**src/rtl/assert_macros.svh**
```systemverilog
// assertion macros shared by the deque rtl
// no dependencies; each macro expects clk and rst_n in scope
`ifndef ASSERT_MACROS_SVH
`define ASSERT_MACROS_SVH

// same-cycle implication, disabled in reset
`define CDQ_ASSERT_IMPL(label, cond, prop, msg) \
  label: assert property (@(posedge clk) disable iff (!rst_n) (cond) |-> (prop)) \
    else $error(msg);

// next-cycle implication, disabled in reset
`define CDQ_ASSERT_NEXT(label, cond, prop, msg) \
  label: assert property (@(posedge clk) disable iff (!rst_n) (cond) |=> (prop)) \
    else $error(msg);

`endif

```
**src/rtl/cdq_pkg.sv**
```systemverilog
// types, constants and index helpers for the circular deque
// no dependencies
`timescale 1ns / 1ps
`default_nettype none

package cdq_pkg;

  localparam int DEPTH  = 16;
  localparam int IDX_W  = (DEPTH > 1) ? $clog2(DEPTH) : 1;
  localparam int FILL_W = $clog2(DEPTH + 1);
  localparam int WORD_W = 32;
  localparam int CNT_W  = 5;

  localparam logic [1:0] OP_PUSH_BACK  = 2'd0;
  localparam logic [1:0] OP_POP_BACK   = 2'd1;
  localparam logic [1:0] OP_PUSH_FRONT = 2'd2;
  localparam logic [1:0] OP_POP_FRONT  = 2'd3;

  localparam logic [1:0] ST_OK    = 2'd0;
  localparam logic [1:0] ST_FULL  = 2'd1;
  localparam logic [1:0] ST_EMPTY = 2'd2;

  typedef struct packed {
    logic [1:0]               op;
    logic signed [WORD_W-1:0] data_in;
  } in_item_t;

  typedef struct packed {
    logic signed [WORD_W-1:0] data_out;
    logic [1:0]               status;
    logic [CNT_W-1:0]         count;
  } out_item_t;

  // controller to datapath
  typedef struct packed {
    logic accept;
  } dp_cmd_t;

  function automatic logic [IDX_W-1:0] next_slot(input logic [IDX_W-1:0] i);
    return (i == IDX_W'(DEPTH - 1)) ? '0 : i + 1'b1;
  endfunction

  function automatic logic [IDX_W-1:0] prev_slot(input logic [IDX_W-1:0] i);
    return (i == '0) ? IDX_W'(DEPTH - 1) : i - 1'b1;
  endfunction

  // fill level folded into the 5-bit count field
  function automatic logic [CNT_W-1:0] fill_to_count(input logic [FILL_W-1:0] f);
    logic [CNT_W+FILL_W-1:0] w;
    w = {{CNT_W{1'b0}}, f};
    return w[CNT_W-1:0];
  endfunction

endpackage

`default_nettype wire

```
**src/rtl/cdq_ctrl.sv**
```systemverilog
// handshake controller for the circular deque
// depends on cdq_pkg and assert_macros.svh
`timescale 1ns / 1ps
`default_nettype none

module cdq_ctrl (
  input  wire logic            clk,
  input  wire logic            rst_n,
  input  wire logic            in_valid,
  output logic                 in_stall,
  output logic                 out_valid,
  input  wire logic            out_stall,
  output cdq_pkg::dp_cmd_t     cmd
);
  import cdq_pkg::*;
  `include "assert_macros.svh"

  localparam logic S_IDLE = 1'b0;
  localparam logic S_HOLD = 1'b1;

  logic state_r, state_nxt;

  always_comb begin
    state_nxt = state_r;
    case (state_r)
      S_IDLE: begin
        if (in_valid) state_nxt = S_HOLD;
      end
      S_HOLD: begin
        if (!out_stall) state_nxt = S_IDLE;
      end
      default: state_nxt = S_IDLE;
    endcase
  end

  always_ff @(posedge clk) begin
    if (!rst_n) begin
      state_r <= S_IDLE;
    end else begin
      state_r <= state_nxt;
    end
  end

  assign in_stall   = (state_r == S_HOLD);
  assign out_valid  = (state_r == S_HOLD);
  assign cmd.accept = in_valid && !in_stall;

  `CDQ_ASSERT_NEXT(a_accept_gives_result, cmd.accept, out_valid, "no result after request")
  `CDQ_ASSERT_NEXT(a_result_held, out_valid && out_stall, out_valid, "stalled result dropped")
  `CDQ_ASSERT_NEXT(a_taken_clears, out_valid && !out_stall, !out_valid, "result repeated")

endmodule

`default_nettype wire

```
**src/rtl/cdq_datapath.sv**
```systemverilog
// indices, fill level, circular store and result registers of the deque
// depends on cdq_pkg and assert_macros.svh
`timescale 1ns / 1ps
`default_nettype none

module cdq_datapath (
  input  wire logic               clk,
  input  wire logic               rst_n,
  input  wire cdq_pkg::dp_cmd_t   cmd,
  input  wire cdq_pkg::in_item_t  in_item,
  output cdq_pkg::out_item_t      out_item
);
  import cdq_pkg::*;
  `include "assert_macros.svh"

  logic signed [WORD_W-1:0] mem [DEPTH];

  logic [IDX_W-1:0]  front_r, front_nxt;
  logic [IDX_W-1:0]  back_r, back_nxt;
  logic [FILL_W-1:0] fill_r, fill_nxt;
  logic [1:0]        status_r, status_nxt;
  logic [CNT_W-1:0]  count_r;
  logic              pop_ok_r, pop_ok_nxt;
  logic signed [WORD_W-1:0] rd_r;

  logic             full, empty, is_push;
  logic             wr_en, rd_en;
  logic [IDX_W-1:0] wr_addr, rd_addr;

  assign full    = (fill_r == FILL_W'(DEPTH));
  assign empty   = (fill_r == '0);
  assign is_push = (in_item.op == OP_PUSH_BACK) || (in_item.op == OP_PUSH_FRONT);

  always_comb begin
    front_nxt  = front_r;
    back_nxt   = back_r;
    fill_nxt   = fill_r;
    status_nxt = ST_OK;
    pop_ok_nxt = 1'b0;
    wr_en      = 1'b0;
    rd_en      = 1'b0;
    wr_addr    = back_r;
    rd_addr    = front_r;
    case (in_item.op)
      OP_PUSH_BACK: begin
        if (full) begin
          status_nxt = ST_FULL;
        end else begin
          wr_en    = cmd.accept;
          wr_addr  = back_r;
          back_nxt = next_slot(back_r);
          fill_nxt = fill_r + 1'b1;
        end
      end
      OP_PUSH_FRONT: begin
        if (full) begin
          status_nxt = ST_FULL;
        end else begin
          wr_en     = cmd.accept;
          wr_addr   = prev_slot(front_r);
          front_nxt = prev_slot(front_r);
          fill_nxt  = fill_r + 1'b1;
        end
      end
      OP_POP_BACK: begin
        if (empty) begin
          status_nxt = ST_EMPTY;
        end else begin
          rd_en      = cmd.accept;
          rd_addr    = prev_slot(back_r);
          back_nxt   = prev_slot(back_r);
          fill_nxt   = fill_r - 1'b1;
          pop_ok_nxt = 1'b1;
        end
      end
      OP_POP_FRONT: begin
        if (empty) begin
          status_nxt = ST_EMPTY;
        end else begin
          rd_en      = cmd.accept;
          rd_addr    = front_r;
          front_nxt  = next_slot(front_r);
          fill_nxt   = fill_r - 1'b1;
          pop_ok_nxt = 1'b1;
        end
      end
      default: status_nxt = ST_OK;
    endcase
  end

  // store: one write or one registered read per request
  always_ff @(posedge clk) begin
    if (wr_en) mem[wr_addr] <= in_item.data_in;
    if (rd_en) rd_r <= mem[rd_addr];
  end

  always_ff @(posedge clk) begin
    if (!rst_n) begin
      front_r  <= '0;
      back_r   <= '0;
      fill_r   <= '0;
      pop_ok_r <= 1'b0;
    end else if (cmd.accept) begin
      front_r  <= front_nxt;
      back_r   <= back_nxt;
      fill_r   <= fill_nxt;
      pop_ok_r <= pop_ok_nxt;
    end
  end

  always_ff @(posedge clk) begin
    if (cmd.accept) begin
      status_r <= status_nxt;
      count_r  <= fill_to_count(fill_nxt);
    end
  end

  assign out_item.data_out = pop_ok_r ? rd_r : '0;
  assign out_item.status   = status_r;
  assign out_item.count    = count_r;

  `CDQ_ASSERT_IMPL(a_fill_bound, 1'b1, fill_r <= FILL_W'(DEPTH), "fill level beyond depth")
  `CDQ_ASSERT_NEXT(a_full_push_keeps, cmd.accept && is_push && full, $stable(fill_r),
    "push while full changed the fill level")

endmodule

`default_nettype wire

```
**src/rtl/circular_double_ended_queue_unit.sv**
```systemverilog
// top level of the circular deque: controller plus datapath
// depends on cdq_pkg, cdq_ctrl and cdq_datapath
`timescale 1ns / 1ps
`default_nettype none

// fixed-depth double-ended queue of 32-bit words in a circular store. each
// request carries op (push back, pop back, push front, pop front) and a data
// word used by pushes only. every request gives exactly one result: the word
// removed on a successful pop (zero otherwise), a status (ok, full on push,
// empty on pop) and the number of entries held afterwards. a push when full or
// a pop when empty leaves the queue untouched. timing: a request is taken when
// in_valid is high and in_stall low; its result is presented on the next cycle
// and held until out_stall is low. in_stall is high for as long as a result
// sits in the output registers, including the cycle in which it is taken, so
// no new request is taken while an earlier result is still pending. the
// controller sets this by taking no new request until the pending result has
// gone; the registered read port of the store only places the popped word in
// the cycle after the request. the store is not cleared at reset; only words
// that were pushed can ever be popped, so no clearing pass is needed and the
// block takes requests straight out of reset.
module circular_double_ended_queue_unit (
  input  wire logic               clk,
  input  wire logic               rst_n,
  input  wire logic               in_valid,
  output logic                    in_stall,
  input  wire cdq_pkg::in_item_t  in_item,
  output logic                    out_valid,
  input  wire logic               out_stall,
  output cdq_pkg::out_item_t      out_item
);
  import cdq_pkg::*;

  // single accept command towards the datapath
  dp_cmd_t cmd;

  cdq_ctrl u_ctrl (
    .clk       (clk),
    .rst_n     (rst_n),
    .in_valid  (in_valid),
    .in_stall  (in_stall),
    .out_valid (out_valid),
    .out_stall (out_stall),
    .cmd       (cmd)
  );

  // indices, fill level and the store; result fields are registered here
  cdq_datapath u_dp (
    .clk      (clk),
    .rst_n    (rst_n),
    .cmd      (cmd),
    .in_item  (in_item),
    .out_item (out_item)
  );

endmodule

`default_nettype wire

```
**config.mk**
```make
export PLATFORM = sky130hd
export DESIGN_NAME = circular_double_ended_queue_unit
export DESIGN_NICKNAME = d
export VERILOG_FILES = /design/src/rtl/cdq_pkg.sv /design/src/rtl/cdq_ctrl.sv /design/src/rtl/cdq_datapath.sv /design/src/rtl/circular_double_ended_queue_unit.sv
export VERILOG_INCLUDE_DIRS = /design/src /design/src/rtl
export SDC_FILE = /design/constraint.sdc
export NUM_CORES = 1
export LEC_CHECK = 0
export ABC_AREA = 1
export BUFFER_PORTS_ARGS = -buffer_cell sky130_fd_sc_hd__clkbuf_2
export CORE_ASPECT_RATIO = 0.7
export CORE_MARGIN = 5
export CORE_UTILIZATION = 60
export CTS_CLUSTER_DIAMETER = 80
export DETAILED_ROUTE_END_ITERATION = 8
export GPL_TIMING_DRIVEN = 1
export PLACE_DENSITY = 0.77
export SLEW_MARGIN = 20
export SYNTH_ARGS = -nofsm -noshare
export SYNTH_HDL_FRONTEND = slang
export SYNTH_SLANG_ARGS = --single-unit
```
**constraint.sdc**
```tcl
create_clock -name clk -period 4.33 [get_ports clk]
set_clock_uncertainty 0.05 [all_clocks]
set_input_delay 0.866 -clock clk [delete_from_list [all_inputs] [get_ports clk]]
set_output_delay 0.866 -clock clk [all_outputs]
set_load 0.005 [all_outputs]
```
==> metrics <==
status=complete, no violations; die area=45200 um2; Max-slew headroom=0.312; Synth async-reset ratio=0; Post-Syn Instances=2242; CTS tree=built; Seq/Total Area, Yosys=0.685; Routed Antenna Nets=0; post-synth top area cell=edfxtp_1; Vias=16900; Final #Nets=approximately 2300; CP endpoint kind=register; die height=179 um; Seq cells post-synth=566; GRT Overall Usage=0.261; Synth Net Count=2286; wire per inst=20.9 um; WP data required=4.54 ns; Leak=10.8 nW; total routed wirelength=59600 um; # IOs=79; Slew Viols, Final=0; CTS clk-pin slew, worst paths=0.06 ns; grt total ovfl=0; fin crit share=0.781; DR vias/cell=slightly below 6; # fillers=around 3000; R2R setup slack=between 0.9 and 1 ns; Post-route DRC=0; RSZ-0062 raised after global routing=no; share of layout cells above drive strength 1=0.0942; hold_buf cts=0; Area Overhead vs Synth=10.4%; Ant. Diodes=0; Post-Place Cells=about 2800; pin count of the biggest net entering global routing=171; Netlist cell types=35; startpoint types=register; Final Core Density=0.666; mapped cell area=24600 um2; Tightest Hold Check Type=register to register; routability congestion estimate=~0.8; Ys Warns=0; critical path class=register to register; Initial Util=0.604; prevailing post-synth register cell=edfxtp_1; CTS Buffer Depth=3; FMAX=between 200 and 300 MHz; post-CTS resize count=0; critical path arrival=between 3 and 4 ns; first-pass iteration count of the detailed router=6; clock sinks=566; Mean Syn Cell Area=11.0 um2; initial antenna violation count=3; core area=40700 um2; maximum VDD drop=0.365 mV; vias in the first global route=approximately 16000; CTS buffer count=50; PwrDens=434 nW/um2; Final setup viols=0; synth top area cells=edfxtp_1 (67%), nand3_1 (10%), nand2_1 (9.5%); Critical Path Fanout Max=23; first-pass GRT wire length=approximately 90000 um; hold_ws=0.456 ns; clk_lat worst skew=0.58 ns; IO Port Bufs=78; max-cap viol count=0; DP HPWL=30500 um; non-filler cells, final=2858; setup total negative slack=0 ns; Setup Buffers After CTS=0; Final Critical Period=3.38 ns; Die W=252 um; EDFF count, synth=551; Fin. Hold Viols=0; H-tree depth=2; initial detailed-routing violation count=2345; worst slew pin tran=1.03 ns; Cell Rows=62; share of the synthesized area in the top cell type=0.673; Root Buffer=clkbuf_16
## cells in the final DEF (no fill, tap or decap), types with 6 or more instances in the layout
master and count:
a21oi_1 12, clkbuf_2 78, xor2_1 7, nand3b_1 96, edfxtp_1 551, dfxtp_1 14, ha_1 6, clkbuf_1 13
clkinv_1 15, nand2_1 619, clkinv_2 9, nand3_1 495, buf_12 17, nor2_4 18, clkbuf_16 50, o21ai_0 15
nor2_1 10, inv_1 223, buf_4 28
## stage by stage
stage / setup slack (ns) / power, mW / cell area (um2)
after floorplan: 0.355 / 7.28 / 24600
after global placement: 0.856 / 7.71 / 25700
after detailed placement: 0.735 / 7.75 / 25700
after CTS: 0.982 / 11.8 / 27100
after global routing: 0.752 / 12.2 / 27100
final: 0.948 / 11.8 / 27100
## logic make-up (layout without fill, tap and decap cells)
logic type	after synthesis	count (layout)	synth area share
xor+xnor	11	11	0.00392
compound gates	40	40	0.00926
buf+inv	369	441	0.0650
flops	566	566	0.685
simple gates	1250	1250	0.233
fa+ha+maj	6	6	0.00305
## layout make-up
type,instances,area (um2),share of cell area
timing repair buffer,123,941,0.0347
clock inverter,26,174,0.00641
sequential,566,16800,0.621
tap,544,681,0.0251
inverter,229,862,0.0318
multi-input combinational,1307,6330,0.233
clock buffer,63,1300,0.0479
## path summary, 6_finish.rpt
path,start,endpoint,cells past startpoint
hold reg to reg,u_ctrl.in_stall,u_ctrl.in_stall,2
setup reg to reg,u_dp.fill_r[0],u_dp.mem[0][3],12
setup / recovery,u_dp.fill_r[0],u_dp.mem[0][3],12
hold / removal,u_ctrl.in_stall,u_ctrl.in_stall,2
## state kept, by name (all words and copies together) (netlist names)
signal and flops:
u_dp.mem 512, u_dp.rd_r 32, u_dp.count_r 5, u_dp.fill_r 5, u_dp.back_r 4, u_dp.front_r 4, u_dp.status_r 2, u_ctrl.in_stall 1
u_dp.pop_ok_r 1
## metal layers
metal	part of all wire	global-route usage
met4	0.027	0.0836
met2	0.47	0.418
met5	0.00069	0
met1	0.40	0.370
met3	0.11	0.0485
## where the power goes
part           total (mW)  switching [mW]  internal [mW]
registers            6.17          0.0419           6.13
clock network        4.14            1.90           2.24
logic                1.48            1.04          0.437
## cell usage after synthesis, types with 5 or more instances
master / instances
nand2_1: 620
nand3_1: 495
inv_2: 5
inv_1: 223
edfxtp_1: 551
nor2_1: 27
clkbuf_1: 15
ha_1: 6
nand3b_1: 96
dfxtp_1: 15
xor2_1: 7
o21ai_0: 15
buf_2: 102
buf_4: 15
a21oi_1: 12
## critical path, cell delays in order (launching register included)
cell and delay [ns]:
dfxtp_1 0.38, inv_1 0.10, ha_1 0.27, nand2_1 0.09, nor2_1 0.05, nand2_1 0.10
nand2_1 0.11, inv_1 0.09, nand2_1 0.15, o21ai_0 0.36, nand3_1 0.43, nor2_4 0.58
buf_12 0.30
(Power assumes the default switching activity.)
